$ cat src/hw/rtl/assert_macros.svh
// Assertion macros shared by the RTL of the color temperature block.
// Has no dependencies; included by files that carry concurrent assertions.
`ifndef ASSERT_MACROS_SVH
`define ASSERT_MACROS_SVH

// Checked at every rising clock edge while reset is released.
`define CTADJ_ASSERT(label, clk, rst_n, prop, msg) \
  label: assert property (@(posedge clk) disable iff (!rst_n) prop) else $error(msg);

// Checked at every rising clock edge, reset included.
`define CTADJ_ASSERT_ALWAYS(label, clk, prop, msg) \
  label: assert property (@(posedge clk) prop) else $error(msg);

`endif

$ cat src/hw/rtl/ctadj_pkg.sv
// Types and constants of the RGB565 color temperature block.
// No dependencies; used by the channel interfaces and the top level.
package ctadj_pkg;

  localparam int unsigned PixelWidth  = 16;
  localparam int unsigned ChanWidth   = 5;
  localparam int unsigned OffsetWidth = 8;
  localparam int unsigned ScaledWidth = 14;
  localparam int unsigned RecipWidth  = 13;
  localparam int unsigned ProdWidth   = ScaledWidth + RecipWidth;
  localparam int unsigned FactorWidth = 10;
  localparam int unsigned RemWidth    = 13;

  localparam logic signed [OffsetWidth-1:0] OffsetMax = 8'sd100;
  localparam logic signed [OffsetWidth-1:0] OffsetMin = -8'sd100;

  // F = 256 + floor(256*t/100) = floor((6400 + 64*t) / 25); 1/25 is 5243 / 2^17.
  localparam logic [15:0]            ScaledBase = 16'd6400;
  localparam logic [RecipWidth-1:0]  Recip25    = 13'd5243;
  localparam int unsigned            RecipShift = 17;
  localparam logic [FactorWidth:0]   FactorSum  = 11'd512;
  localparam logic [ChanWidth-1:0]   ChanMax    = 5'd31;

  typedef logic [PixelWidth-1:0] pixel_t;

  typedef enum logic [1:0] {
    MODE_PASS,
    MODE_WARM,
    MODE_COOL
  } mode_e;

endpackage

$ cat src/hw/rtl/ctadj_in_if.sv
// Input pixel channel of the color temperature block.
// Depends on ctadj_pkg for the pixel type.
interface ctadj_in_if
  import ctadj_pkg::*;
();
  logic   valid;
  logic   ready;
  pixel_t pixel_in;
  logic   frame_end_in;

  modport source (output valid, output pixel_in, output frame_end_in, input ready);
  modport sink (input valid, input pixel_in, input frame_end_in, output ready);
endinterface

$ cat src/hw/rtl/ctadj_out_if.sv
// Output pixel channel of the color temperature block.
// Depends on ctadj_pkg for the pixel type.
interface ctadj_out_if
  import ctadj_pkg::*;
();
  logic   valid;
  logic   ready;
  pixel_t pixel_out;
  logic   frame_end_out;

  modport source (output valid, output pixel_out, output frame_end_out, input ready);
  modport sink (input valid, input pixel_out, input frame_end_out, output ready);
endinterface

$ cat src/hw/rtl/rgb565_color_temperature_adjust.sv
// Channel   Direction  Payload                       Beat taken when
// in_i      sink       pixel_in[15:0], frame_end_in  valid && ready
// out_o     source     pixel_out[15:0], frame_end_out valid && ready
// cfg       write      cfg_wdata_i[7:0] (offset)     cfg_we_i
//
// Four register stages: offset clamp and factor multiply, channel multiply and divider
// setup, three quotient bits, the last two quotient bits into the output register.
// A beat is accepted every cycle unless out_o stalls; out_o.valid is the stage 4 valid bit.
// Each stage holds its beat while the stage after it is full and stalled, so bubbles close up.
// Reset clears the stage valid bits and sets the offset to zero; data registers are not reset.
// Depends on ctadj_pkg, ctadj_in_if, ctadj_out_if and assert_macros.svh.
`include "assert_macros.svh"

module rgb565_color_temperature_adjust
  import ctadj_pkg::*;
(
  input  logic                   clk_i,
  input  logic                   rst_ni,
  ctadj_in_if.sink               in_i,
  ctadj_out_if.source            out_o,
  input  logic                   cfg_we_i,
  input  logic [OffsetWidth-1:0] cfg_wdata_i
);

  logic signed [OffsetWidth-1:0] offset_q;

  logic en1, en2, en3, en4;
  logic v1_q, v2_q, v3_q, v4_q;

  // Stage 1
  logic signed [OffsetWidth-1:0] t_clamped;
  logic [15:0]                   scaled_full;
  logic [ProdWidth-1:0]          s1_prod_d, s1_prod_q;
  mode_e                         s1_mode_d, s1_mode_q;
  pixel_t                        s1_pix_q;
  logic                          s1_fe_q;

  // Stage 2
  logic [FactorWidth-1:0]   factor_f, factor_g, mul_factor;
  logic [ChanWidth-1:0]     mul_chan, div_chan;
  logic [ChanWidth+FactorWidth-1:0] chan_prod;
  logic [ChanWidth-1:0]     s2_mul_d, s2_mul_q;
  logic [FactorWidth-1:0]   s2_div_d, s2_div_q;
  logic [RemWidth-1:0]      s2_rem_d, s2_rem_q;
  mode_e                    s2_mode_q;
  pixel_t                   s2_pix_q;
  logic                     s2_fe_q;

  // Stage 3
  logic [RemWidth:0]        trial3;
  logic [RemWidth-1:0]      s3_rem_d, s3_rem_q;
  logic [2:0]               s3_quo_d, s3_quo_q;
  logic [ChanWidth-1:0]     s3_mul_q;
  logic [FactorWidth-1:0]   s3_div_q;
  mode_e                    s3_mode_q;
  pixel_t                   s3_pix_q;
  logic                     s3_fe_q;

  // Stage 4
  logic [RemWidth:0]        trial4;
  logic [RemWidth-1:0]      rem4;
  logic [1:0]               quo_low;
  logic [ChanWidth-1:0]     quotient;
  logic [ChanWidth-1:0]     red_new, blue_new;
  pixel_t                   s4_pix_d, s4_pix_q;
  logic                     s4_fe_q;

  assign en4 = !v4_q || out_o.ready;
  assign en3 = !v3_q || en4;
  assign en2 = !v2_q || en3;
  assign en1 = !v1_q || en2;
  assign in_i.ready = en1;

  always_ff @(posedge clk_i or negedge rst_ni) begin
    if (!rst_ni) begin
      offset_q <= '0;
      v1_q     <= 1'b0;
      v2_q     <= 1'b0;
      v3_q     <= 1'b0;
      v4_q     <= 1'b0;
    end else begin
      if (cfg_we_i) begin
        offset_q <= cfg_wdata_i;
      end
      if (en1) begin
        v1_q <= in_i.valid;
      end
      if (en2) begin
        v2_q <= v1_q;
      end
      if (en3) begin
        v3_q <= v2_q;
      end
      if (en4) begin
        v4_q <= v3_q;
      end
    end
  end

  always_comb begin
    if (offset_q > OffsetMax) begin
      t_clamped = OffsetMax;
    end else if (offset_q < OffsetMin) begin
      t_clamped = OffsetMin;
    end else begin
      t_clamped = offset_q;
    end
    scaled_full = ScaledBase + {{2{t_clamped[OffsetWidth-1]}}, t_clamped, 6'b0};
    s1_prod_d   = ProdWidth'(scaled_full[ScaledWidth-1:0]) * ProdWidth'(Recip25);
    if (t_clamped > 8'sd0) begin
      s1_mode_d = MODE_WARM;
    end else if (t_clamped < 8'sd0) begin
      s1_mode_d = MODE_COOL;
    end else begin
      s1_mode_d = MODE_PASS;
    end
  end

  always_comb begin
    factor_f = s1_prod_q[RecipShift +: FactorWidth];
    factor_g = FactorWidth'(FactorSum - {1'b0, factor_f});
    if (s1_mode_q == MODE_WARM) begin
      mul_chan   = s1_pix_q[15:11];
      mul_factor = factor_f;
      div_chan   = s1_pix_q[4:0];
    end else begin
      mul_chan   = s1_pix_q[4:0];
      mul_factor = factor_g;
      div_chan   = s1_pix_q[15:11];
    end
    chan_prod = (ChanWidth + FactorWidth)'(mul_chan) * (ChanWidth + FactorWidth)'(mul_factor);
    if (chan_prod[ChanWidth+FactorWidth-1:8] > 7'(ChanMax)) begin
      s2_mul_d = ChanMax;
    end else begin
      s2_mul_d = chan_prod[8 +: ChanWidth];
    end
    s2_div_d = mul_factor;
    s2_rem_d = {div_chan, 8'b0};
  end

  always_comb begin
    s3_rem_d = s2_rem_q;
    s3_quo_d = '0;
    trial3   = '0;
    for (int k = 0; k < 3; k++) begin
      trial3 = (RemWidth + 1)'(s2_div_q) << (4 - k);
      if ({1'b0, s3_rem_d} >= trial3) begin
        s3_rem_d       = s3_rem_d - trial3[RemWidth-1:0];
        s3_quo_d[2-k]  = 1'b1;
      end
    end
  end

  always_comb begin
    rem4    = s3_rem_q;
    quo_low = '0;
    trial4  = '0;
    for (int k = 0; k < 2; k++) begin
      trial4 = (RemWidth + 1)'(s3_div_q) << (1 - k);
      if ({1'b0, rem4} >= trial4) begin
        rem4         = rem4 - trial4[RemWidth-1:0];
        quo_low[1-k] = 1'b1;
      end
    end
    quotient = {s3_quo_q, quo_low};
    case (s3_mode_q)
      MODE_WARM: begin
        red_new  = s3_mul_q;
        blue_new = quotient;
      end
      MODE_COOL: begin
        red_new  = quotient;
        blue_new = s3_mul_q;
      end
      default: begin
        red_new  = s3_pix_q[15:11];
        blue_new = s3_pix_q[4:0];
      end
    endcase
    s4_pix_d = {red_new, s3_pix_q[10:5], blue_new};
  end

  always_ff @(posedge clk_i) begin
    if (en1 && in_i.valid) begin
      s1_prod_q <= s1_prod_d;
      s1_mode_q <= s1_mode_d;
      s1_pix_q  <= in_i.pixel_in;
      s1_fe_q   <= in_i.frame_end_in;
    end
    if (en2 && v1_q) begin
      s2_mul_q  <= s2_mul_d;
      s2_div_q  <= s2_div_d;
      s2_rem_q  <= s2_rem_d;
      s2_mode_q <= s1_mode_q;
      s2_pix_q  <= s1_pix_q;
      s2_fe_q   <= s1_fe_q;
    end
    if (en3 && v2_q) begin
      s3_rem_q  <= s3_rem_d;
      s3_quo_q  <= s3_quo_d;
      s3_mul_q  <= s2_mul_q;
      s3_div_q  <= s2_div_q;
      s3_mode_q <= s2_mode_q;
      s3_pix_q  <= s2_pix_q;
      s3_fe_q   <= s2_fe_q;
    end
    if (en4 && v3_q) begin
      s4_pix_q <= s4_pix_d;
      s4_fe_q  <= s3_fe_q;
    end
  end

  assign out_o.valid         = v4_q;
  assign out_o.pixel_out     = s4_pix_q;
  assign out_o.frame_end_out = s4_fe_q;

  // The divisor of a warm or cool beat is at least 256, so five quotient bits suffice.
  `CTADJ_ASSERT(a_div_range, clk_i, rst_ni, (v2_q && s2_mode_q != MODE_PASS) |-> (s2_div_q >= 10'd256), "divisor below 256")
  // After three quotient bits the partial remainder is below four divisors.
  `CTADJ_ASSERT(a_rem_bound, clk_i, rst_ni, v3_q |-> ({1'b0, s3_rem_q} < {s3_div_q, 2'b0}), "remainder out of range")
  // A beat in pass mode leaves the last stage unchanged.
  `CTADJ_ASSERT(a_pass_through, clk_i, rst_ni, (v3_q && en4 && s3_mode_q == MODE_PASS) |=> (out_o.pixel_out == $past(s3_pix_q)), "pass beat altered")

endmodule
$ cat src/flat_wrapper.sv
// flat-port wrapper written by rule: the top's interface ports become plain ports
module rgb565_color_temperature_adjust_flat import ctadj_pkg::*;
  (clk_i, rst_ni, cfg_we_i, cfg_wdata_i, in_i_valid, in_i_pixel_in, in_i_frame_end_in, in_i_ready, out_o_valid, out_o_pixel_out, out_o_frame_end_out, out_o_ready);
  ctadj_in_if in_i_i ();
  ctadj_out_if out_o_i ();
  input  logic clk_i;
  input  logic rst_ni;
  input  logic cfg_we_i;
  input  logic [OffsetWidth-1:0] cfg_wdata_i;
  input wire logic [$bits(in_i_i.valid)-1:0] in_i_valid;
  input wire logic [$bits(in_i_i.pixel_in)-1:0] in_i_pixel_in;
  input wire logic [$bits(in_i_i.frame_end_in)-1:0] in_i_frame_end_in;
  output wire logic [$bits(in_i_i.ready)-1:0] in_i_ready;
  output wire logic [$bits(out_o_i.valid)-1:0] out_o_valid;
  output wire logic [$bits(out_o_i.pixel_out)-1:0] out_o_pixel_out;
  output wire logic [$bits(out_o_i.frame_end_out)-1:0] out_o_frame_end_out;
  input wire logic [$bits(out_o_i.ready)-1:0] out_o_ready;
  assign in_i_i.valid = in_i_valid;
  assign in_i_i.pixel_in = in_i_pixel_in;
  assign in_i_i.frame_end_in = in_i_frame_end_in;
  assign in_i_ready = in_i_i.ready;
  assign out_o_valid = out_o_i.valid;
  assign out_o_pixel_out = out_o_i.pixel_out;
  assign out_o_frame_end_out = out_o_i.frame_end_out;
  assign out_o_i.ready = out_o_ready;
  rgb565_color_temperature_adjust u_core (.clk_i(clk_i), .rst_ni(rst_ni), .in_i(in_i_i), .out_o(out_o_i), .cfg_we_i(cfg_we_i), .cfg_wdata_i(cfg_wdata_i));
endmodule
$ cat config.mk
export PLATFORM = sky130hd
export DESIGN_NAME = rgb565_color_temperature_adjust_flat
export DESIGN_NICKNAME = d
export VERILOG_FILES = /design/src/hw/rtl/ctadj_pkg.sv /design/src/hw/rtl/ctadj_in_if.sv /design/src/hw/rtl/ctadj_out_if.sv /design/src/hw/rtl/rgb565_color_temperature_adjust.sv /design/src/flat_wrapper.sv
export VERILOG_INCLUDE_DIRS = /design/src /design/src/hw/rtl
export SDC_FILE = /design/constraint.sdc
export NUM_CORES = 1
export LEC_CHECK = 0
export ABC_AREA = 0
export BUFFER_PORTS_ARGS = -buffer_cell sky130_fd_sc_hd__buf_2
export CAP_MARGIN = 20
export CORE_MARGIN = 2
export CORE_UTILIZATION = 63
export DETAILED_ROUTE_END_ITERATION = 16
export PLACE_DENSITY_LB_ADDON = 0.3
export REMOVE_ABC_BUFFERS = 1
export SYNTH_ARGS = -nofsm -noshare
export SYNTH_HDL_FRONTEND = slang
export SYNTH_SLANG_ARGS = --single-unit
$ cat constraint.sdc
create_clock -name clk_i -period 7.5 [get_ports clk_i]
set_input_delay 1.5 -clock clk_i [delete_from_list [all_inputs] [get_ports clk_i]]
set_output_delay 1.5 -clock clk_i [all_outputs]
set_load 0.05 [all_outputs]
# After elaboration in Yosys (flattened, before gate mapping)
# Index checks and enable logic that the tools add are counted.
dict set report op_classes {
  addsub 6
  mul 2
  magnitude_cmp 10
  n_eq_ne 3
  mux 17
  reduce_logical 12
}
# op count
set ops {}
lappend ops {{$mux W13} 4}
lappend ops {{$mul A14 B13 Y27 const B} 1}
lappend ops {{$sub A13 B13 Y13} 2}
lappend ops {{$pmux W5 S2} 2}
lappend ops {{$mux W8} 2}
lappend ops {{$mul A5 B10 Y15} 1}
lappend ops {{$add A14 B14 Y14 const A} 1}
lappend ops {{$ge A13 B14 Y1} 1}
lappend ops {{$ge A13 B10 Y1} 1}
lappend ops {{$ge A13 B11 Y1} 1}
lappend ops {{$ge A13 B12 Y1} 1}
lappend ops {{$ge A13 B13 Y1} 1}
lappend ops {{$sub A13 B11 Y13} 1}
lappend ops {{$sub A13 B12 Y13} 1}
lappend ops {{$mux W10} 1}
lappend ops {{$mux W5} 2}
lappend ops {{$sub A10 B10 Y10 const A} 1}
lappend ops {{$gt A8 B1 Y1 const B} 1}
lappend ops {{$gt A8 B8 Y1 const B} 1}
lappend ops {{$lt A8 B1 Y1 const B} 1}
lappend ops {{$lt A8 B8 Y1 const B} 1}
lappend ops {{$gt A7 B5 Y1 const B} 1}
lappend ops {{$mux W1} 5}
lappend ops {{$eq A2 B1 Y1 const B} 2}
lappend ops {{5 further kinds} 14}
dict set report word_totals {
  reg_bits 164
  input_bits 30
  out_inout_bits 19
  wordCells 74
}

# Logic depth before layout (Yosys ltp)
# Gate-level depths: netlist (run 1).
dict set report depth {
  depth_word 6
  depth_mapped 29
  mapped_depth_nobuf 28
}

# Worst setup path before layout (run 1)
# Ideal clock, no wire load.
dict set report synth_path {
  path_kind {reg2reg}
  from {register u_core.offset_q[3]}
  to {register u_core.s1_prod_q[24] (data pin)}
  setup_time_ns 0.180
  arrival_ns 5.900
  required_time_ns 7.320
  slack_ns 1.420
  path_stages_with_launch 27
  path_buffers 1
  synth_period_minus_slack_ns 6.080
  cell_sequence {dfrtp_1 nand3_1 nand2_1 nand2_1 ha_1 or3_1 ha_1 a21oi_1 mux2i_1 o21ai_0 nand2b_1 clkbuf_1 ha_1 inv_1 fa_1 inv_1 fa_1 ha_1 fa_1 ha_1 inv_1 a211o_1 o21a_1 o31ai_1 nand2_1 mux2i_1 a221oi_1}
}
dict set report synth_via {
  elab_chain_cells 5
  elab_cells_between_ends 6
  cone_classes {add/sub (1); mul (1); order compare (2); mux (2)}
}
# item line
set synth_rtl {}
lappend synth_rtl {{start, declared} rgb565_color_temperature_adjust.sv:25} ;# logic signed [OffsetWidth-1:0] offset_q;
lappend synth_rtl {{start signal, assigned} rgb565_color_temperature_adjust.sv:83} ;# offset_q <= cfg_wdata_i;
lappend synth_rtl {{$lt A8 B8 Y1} rgb565_color_temperature_adjust.sv:103} ;# end else if (offset_q < OffsetMin) begin
lappend synth_rtl {{$mux W8} rgb565_color_temperature_adjust.sv:103}
lappend synth_rtl {{$mux W8 *} rgb565_color_temperature_adjust.sv:101} ;# if (offset_q > OffsetMax) begin
lappend synth_rtl {{$add A14 B14 Y14 *} rgb565_color_temperature_adjust.sv:108} ;# scaled_full = ScaledBase + {{2{t_clamped[OffsetWidth-1]}}, t_clamped, 6'b0};
lappend synth_rtl {{$mul A14 B13 Y27 *} rgb565_color_temperature_adjust.sv:109} ;# s1_prod_d = ProdWidth'(scaled_full[ScaledWidth-1:0]) * ProdWidth'(Recip25);
lappend synth_rtl {{via u_core.s1_prod_d[24]} rgb565_color_temperature_adjust.sv:33} ;# logic [ProdWidth-1:0] s1_prod_d, s1_prod_q;
lappend synth_rtl {{end signal, assigned} rgb565_color_temperature_adjust.sv:185} ;# s1_prod_q <= s1_prod_d;
lappend synth_rtl {{end, declared} rgb565_color_temperature_adjust.sv:33}
# Mark *: on every way through the listed nets, which the timed path passes. The rest lies on a longest branch.
# A chain may end at the register's enable or synchronous reset.

# Worst setup path after layout (run 1)
dict set report layout_path {
  from {register u_core.offset_q[4]}
  to {register u_core.s1_prod_q[24] (data pin)}
}
# Same word-level chain as after synthesis.

==> qor.csv, run 1 <==
metric,value,unit
route.final.wire_length,21.03,mm
wl_per_cell,16.44,µm
totalNegativeSetupSlack,0,ns
whs_endpoint,u_core.s3_pix_q[15],
skew,0.01127,ns
final_cells,1279,
synthDominantAreaCellType,sky130_fd_sc_hd__edfxtp_1,
finalWorstPathRequiredPeriod,6.713,ns
synth_ff_type,sky130_fd_sc_hd__edfxtp_1,
clockBufferDepth,2,
cts.root.buffer_cell,sky130_fd_sc_hd__clkbuf_16,
yosys.cell_types.count,74,
clk_pin_slew,0.07,ns
critPathKind,reg2reg,
synth_compound_gate_area_share,0.1082,
cts.htree.levels,4,
yosys.area_share.xor_xnor,0.04505,
drive_gt1_frac,0.1433,
finish.instance_area,0.01197,mm²
outcome,finished clean,
final_antenna_net_count,0,
floorplan.rows,48,
most_common_cell_after_layout_fill_and_taps_aside,sky130_fd_sc_hd__ha_1,
die_height,135.3,µm
die_area,0.01830,mm²
grt_antenna_before_repair,0,
gp_routability_congestion,0.9413,
tritoncts,done,
hold_path_class,reg2reg,
detail_route.vias_per_cell,5.746,
drv_slew,0,
placed_cell_area,0.01136,mm²
synth_seq_area_share,0.3954,
die_x,135.3,µm
critical_path.reg2reg.startpoint,u_core.offset_q[4],
mostFrequentLayoutCells,"sky130_fd_sc_hd__ha_1, sky130_fd_sc_hd__edfxtp_1, sky130_fd_sc_hd__inv_1",
grt_util_all_layers,0.2435,
post_cts_resized,0,
cp-start-kind,flop,
critical_path.max_fanout,8,
maxSlewHeadroom,0.3002,
flow.area_growth_from_synthesis,10.27,%
grt_start_max_net_pins,49,
postSynth.asyncResetShare,0.08276,
grt-ovfl-total,0,
drt_iter0_drc,487,
post_synth_fa_ha_maj_area_fraction,0.2477,
post_synth_main_area_contributors,"sky130_fd_sc_hd__edfxtp_1, sky130_fd_sc_hd__ha_1, sky130_fd_sc_hd__fa_1, sky130_fd_sc_hd__inv_1, sky130_fd_sc_hd__nor2_1",
fin_crit_sh,0.8950,
r2r_cells,25,
synth-simple-area-share,0.1111,
layout.nets,1258,
number_of_global_route_vias_before_repair,7267,
main_combinational_cell_family_by_area_after_synthesis,adder cells,
syn_inst,983,
dr_total_vias,7349,
start_util,0.6367,
dpl.cell_count,1246,
yosys_top_cell_area_share,0.3678,
numCtsBuffers,17,
netlist_area,0.01086,mm²
core-area,0.01706,mm²
capturing_element_type_of_the_critical_path,flop,
reg2reg_slack,0.79,ns
synth_edf_count,133,
finalSetupViolCount,0,
grt_pass1_wl,34.80,mm
hold_depth,0,
synth_mux_area_frac,0.04897,
max_freq,0.1490,GHz
worstHoldStart,u_core.s2_pix_q[15],
clkLatencyLatePin,0.43,ns
number_of_port_buffers,48,
critPathArrivalTime,6.93,ns
cts_hold_buffers,0,
rsz0062_at_grt,false,
postSynthAreaPerCell,11.05,µm²
antenna_cells_inserted,0,
top_level_ports,49,
cts_setup_buffers,0,
number_of_register_bits_inferred_by_synthesis,145,
worst_endpoint_required_time,7.72,ns
yosysWarnings,0,
clock_sink_count,145,
tightest_slew,1.050,ns
rr_endpoint,u_core.s1_prod_q[24],
drv.max_cap_violation_count,0,
drc_errors,0,
hold_violations,0,
drt_first_pass_iters,5,
dp_hpwl,16.53,mm
sequential cells by signal (all words and copies together), names as in the netlist, 8 cells and up:
| register | count |
|---|---|
| u_core.s2_pix_q | 16 |
| u_core.s2_div_q | 10 |
| u_core.out_o.pixel_out | 16 |
| u_core.s1_prod_q | 10 |
| u_core.offset_q | 8 |
| u_core.s3_div_q | 10 |
| u_core.s3_rem_q | 11 |
| u_core.s1_pix_q | 16 |
| u_core.s3_pix_q | 16 |
per-stage QoR:
step	utilization	setup slack, ns	hold slack [ns]
6_report	0.7020	0.7874	0.4144
3_3_place_gp	0.6658	1.082	0.4022
4_1_cts	0.7016	0.7787	0.4195
2_1_floorplan	-	1.450	0.4003
3_5_place_dp	0.6658	0.8499	0.4045
5_1_grt	0.7020	0.2783	0.4244
layout make-up:
cell class	count	area (µm²)
Multi-Input combinational cell	715	6097
Fill cell	1183	5082
Sequential cell	145	4294
Clock buffer	17	425.4
Inverter	108	405.4
Timing Repair Buffer	54	285.3
Tap cell	225	281.5
Clock inverter	15	185.2
cell usage after synthesis, types with 3 or more instances:
cell / instances
sky130_fd_sc_hd__nand3_1: 10
sky130_fd_sc_hd__a211oi_1: 8
sky130_fd_sc_hd__dfrtp_1: 12
sky130_fd_sc_hd__and2_1: 10
sky130_fd_sc_hd__inv_1: 107
sky130_fd_sc_hd__o21ai_0: 37
sky130_fd_sc_hd__clkbuf_1: 12
sky130_fd_sc_hd__nor2b_1: 11
sky130_fd_sc_hd__and3_1: 3
sky130_fd_sc_hd__mux2_4: 8
sky130_fd_sc_hd__o31ai_1: 6
sky130_fd_sc_hd__mux2_2: 25
sky130_fd_sc_hd__nor3_1: 16
sky130_fd_sc_hd__a22oi_1: 8
sky130_fd_sc_hd__a31oi_1: 5
sky130_fd_sc_hd__mux2i_1: 13
sky130_fd_sc_hd__nand2b_1: 20
sky130_fd_sc_hd__nand2_1: 53
sky130_fd_sc_hd__nor2_1: 96
sky130_fd_sc_hd__nor4b_1: 3
sky130_fd_sc_hd__o21bai_1: 5
sky130_fd_sc_hd__xnor2_1: 30
sky130_fd_sc_hd__o22ai_1: 3
sky130_fd_sc_hd__fa_1: 44
sky130_fd_sc_hd__a21o_1: 14
sky130_fd_sc_hd__edfxtp_1: 133
sky130_fd_sc_hd__ha_1: 143
sky130_fd_sc_hd__o21a_1: 13
sky130_fd_sc_hd__or2_2: 11
sky130_fd_sc_hd__a21oi_1: 41
sky130_fd_sc_hd__nand4_1: 7
sky130_fd_sc_hd__xor2_1: 24
worst max path at each step:
stage / cells after the start / slack, ns / start / endpoint
floorplan: 25 / 1.45 / u_core.offset_q[3] / u_core.s1_prod_q[24]
global placement: 25 / 1.08 / u_core.offset_q[3] / u_core.s1_prod_q[24]
detailed placement: 25 / 0.85 / u_core.offset_q[4] / u_core.s1_prod_q[24]
CTS: 25 / 0.78 / u_core.offset_q[4] / u_core.s1_prod_q[24]
global route: 25 / 0.28 / u_core.offset_q[3] / u_core.s1_prod_q[24]
finish: 25 / 0.79 / u_core.offset_q[4] / u_core.s1_prod_q[24]
cells by family (layout without fill, tap and decap cells):
group / after synthesis / after routing
adders and majority gates: 189 / 189
and+or+nand+nor: 253 / 253
buffers and inverters: 123 / 194
muxes: 46 / 46
AOI/OAI and AO/OA: 172 / 172
xor gates and xnor gates: 55 / 55
DFF: 145 / 145
worst max-delay path, stage by stage, from the launching register on:
cell and delay [ns]:
sky130_fd_sc_hd__dfrtp_1 0.42, sky130_fd_sc_hd__nand3_1 0.14, sky130_fd_sc_hd__nand2_1 0.10, sky130_fd_sc_hd__nand2_1 0.06, sky130_fd_sc_hd__ha_1 0.35, sky130_fd_sc_hd__or3_1 0.47, sky130_fd_sc_hd__ha_1 0.28, sky130_fd_sc_hd__a21oi_1 0.17
sky130_fd_sc_hd__mux2i_1 0.09, sky130_fd_sc_hd__o21ai_0 0.16, sky130_fd_sc_hd__nand2b_1 0.26, sky130_fd_sc_hd__ha_1 0.40, sky130_fd_sc_hd__inv_1 0.06, sky130_fd_sc_hd__fa_1 0.50, sky130_fd_sc_hd__inv_1 0.05, sky130_fd_sc_hd__fa_1 0.46
sky130_fd_sc_hd__ha_1 0.33, sky130_fd_sc_hd__fa_1 0.49, sky130_fd_sc_hd__ha_1 0.29, sky130_fd_sc_hd__inv_1 0.03, sky130_fd_sc_hd__a211o_1 0.26, sky130_fd_sc_hd__o21a_1 0.22, sky130_fd_sc_hd__o31ai_1 0.40, sky130_fd_sc_hd__nand2_1 0.12
sky130_fd_sc_hd__mux2i_1 0.13, sky130_fd_sc_hd__a221oi_1 0.27
routing by layer:
layer,routed length (µm),vias to the layer above,global-route usage
li1,-,3619,-
met1,9395,3488,0.3265
met2,10020,195,0.3976
met3,939,47,0.03666
met4,673,0,0.1047
met5,0,-,0
Power of run 1 is not shown: default switching activity piles up to over one toggle a cycle in this logic, so the estimate is an artifact.
==> run 2: changes to the inputs <==
--- a/config.mk
+++ b/config.mk
@@ -10,7 +10,7 @@
 export BUFFER_PORTS_ARGS = -buffer_cell sky130_fd_sc_hd__buf_2
 export CAP_MARGIN = 20
 export CORE_MARGIN = 2
-export CORE_UTILIZATION = 63
+export CORE_UTILIZATION = 62
 export DETAILED_ROUTE_END_ITERATION = 16
 export PLACE_DENSITY_LB_ADDON = 0.3
 export REMOVE_ABC_BUFFERS = 1
==> constraint.sdc (replaced) <==
create_clock -name clk_i -period 7.5 [get_ports clk_i]
set_input_delay 0 -clock clk_i [delete_from_list [all_inputs] [get_ports clk_i]]
set_output_delay 0 -clock clk_i [all_outputs]
set_load 0.05 [all_outputs]
==> run 2 against run 1 <==
  * Non-clock buffer count increased by 40
  * Cell count increased by 3.1%
  * Register-to-register slack got worse by 0.18 ns
  * Clock-buffer cell count unchanged
  * Via count increased by 5.9%
  * Design area increased by 3.4%
  * Largest cell class unchanged
==> qor.csv, run 2 (synthesis results as in run 1) <==
metric,value,unit
drive_gt1_frac,0.1389,
max_freq,0.1451,GHz
drv.max_cap_violation_count,0,
gp_routability_congestion,0.9118,
crit_slowest_cell,sky130_fd_sc_hd__fa_1,
finish.instance_area,0.01238,mm²
layout.nets,1298,
fillers,1168,
drc_errors,0,
final_antenna_net_count,0,
dp_hpwl,16.98,mm
cts.root.buffer_cell,sky130_fd_sc_hd__clkbuf_16,
clkLatencyLatePin,0.44,ns
outcome,finished clean,
cts.htree.levels,4,
clockBufferDepth,2,
top_level_ports,49,
wl_per_cell,17.88,µm
critPathArrivalTime,7.15,ns
drv_slew,0,
post-place-ws,0.8844,ns
number_of_port_buffers,48,
critPathKind,reg2reg,
grt-ovfl-total,0,
most_common_cell_after_layout_fill_and_taps_aside,sky130_fd_sc_hd__ha_1,
start_util,0.6300,
hold_violations,0,
grt_util_all_layers,0.2680,
placed_cell_area,0.01136,mm²
drt_iter0_drc,463,
finalWorstPathRequiredPeriod,6.893,ns
dr_total_vias,7780,
route.final.wire_length,23.58,mm
numCtsBuffers,17,
cts_hold_buffers,39,
grt_start_max_net_pins,49,
final_critical_path_setup_slack,0.6075,ns
post_cts_resized,0,
cts_setup_buffers,0,
clock_sink_count,145,
tightest_slew,0.9279,ns
critical_path.max_stage_delay,0.50,ns
hold_path_class,in2reg,
capturing_element_type_of_the_critical_path,flop,
finalSetupViolCount,0,
critical_path_buf_inv_count,3,
antenna_cells_inserted,0,
fin_crit_sh,0.9190,
flow.area_growth_from_synthesis,13.98,%
maxSlewHeadroom,0.3814,
die_area,0.01859,mm²
skew,0.01199,ns
die_x,136.3,µm
cp-start-kind,flop,
tritoncts,done,
cp_top_family,adder cells,
final_core_util,0.7181,
number_of_global_route_vias_before_repair,7838,
grt_pass1_wl,38.17,mm
drt_first_pass_iters,5,
mostFrequentLayoutCells,"sky130_fd_sc_hd__ha_1, sky130_fd_sc_hd__edfxtp_1, sky130_fd_sc_hd__inv_1",
rsz0062_at_grt,false,
critical_path.max_fanout,8,
worst_endpoint_required_time,7.75,ns
core-area,0.01724,mm²
reg2reg_slack,0.61,ns
grt_antenna_before_repair,0,
totalNegativeSetupSlack,0,ns
critPathMostFrequentCell,sky130_fd_sc_hd__ha_1,
die_height,136.3,µm
floorplan.rows,48,
clk_pin_slew,0.08,ns
detail_route.vias_per_cell,5.898,
==> run 2: layout make-up <==
type	instances	area, µm²	area share
flip-flops and latches	145	4294	0.3469
inverters	108	405.4	0.03275
multi-input cells	715	6097	0.4926
clock inverters	15	177.7	0.01435
clock buffers	17	425.4	0.03437
repair buffers	94	695.7	0.05621
well taps	225	281.5	0.02275
==> run 2: per-layer routing <==
| metal | share of wire | GRT usage | up-vias |
|---|---|---|---|
| met5 | 0 | 0 | - |
| met4 | 0.031 | 0.1024 | 0 |
| met2 | 0.50 | 0.4604 | 296 |
| li1 | - | - | 3694 |
| met1 | 0.41 | 0.3317 | 3728 |
| met3 | 0.059 | 0.05779 | 62 |
==> run 2: final timing paths <==
kind,start,to,cells past startpoint
setup / recovery,u_core.offset_q[5],u_core.s1_prod_q[24],25
max in group asynchronous,rst_ni,u_core.v3_q,3
min in group asynchronous,rst_ni,u_core.offset_q[3],3
hold reg to reg,u_core.s2_pix_q[12],u_core.s3_pix_q[12],0
setup reg to reg,u_core.offset_q[5],u_core.s1_prod_q[24],25
hold / removal,in_i_pixel_in[0],u_core.s1_pix_q[0],2
==> run 2: stage by stage <==
stage,instances,hold WS (ns)
final,1319,0.2779
after global routing,1319,0.2742
after CTS,1317,0.2567
after detailed placement,1246,-0.1062
after global placement,1246,-0.1094
after floorplan,968,-0.2956
Power of run 2 is left out for the same reason.
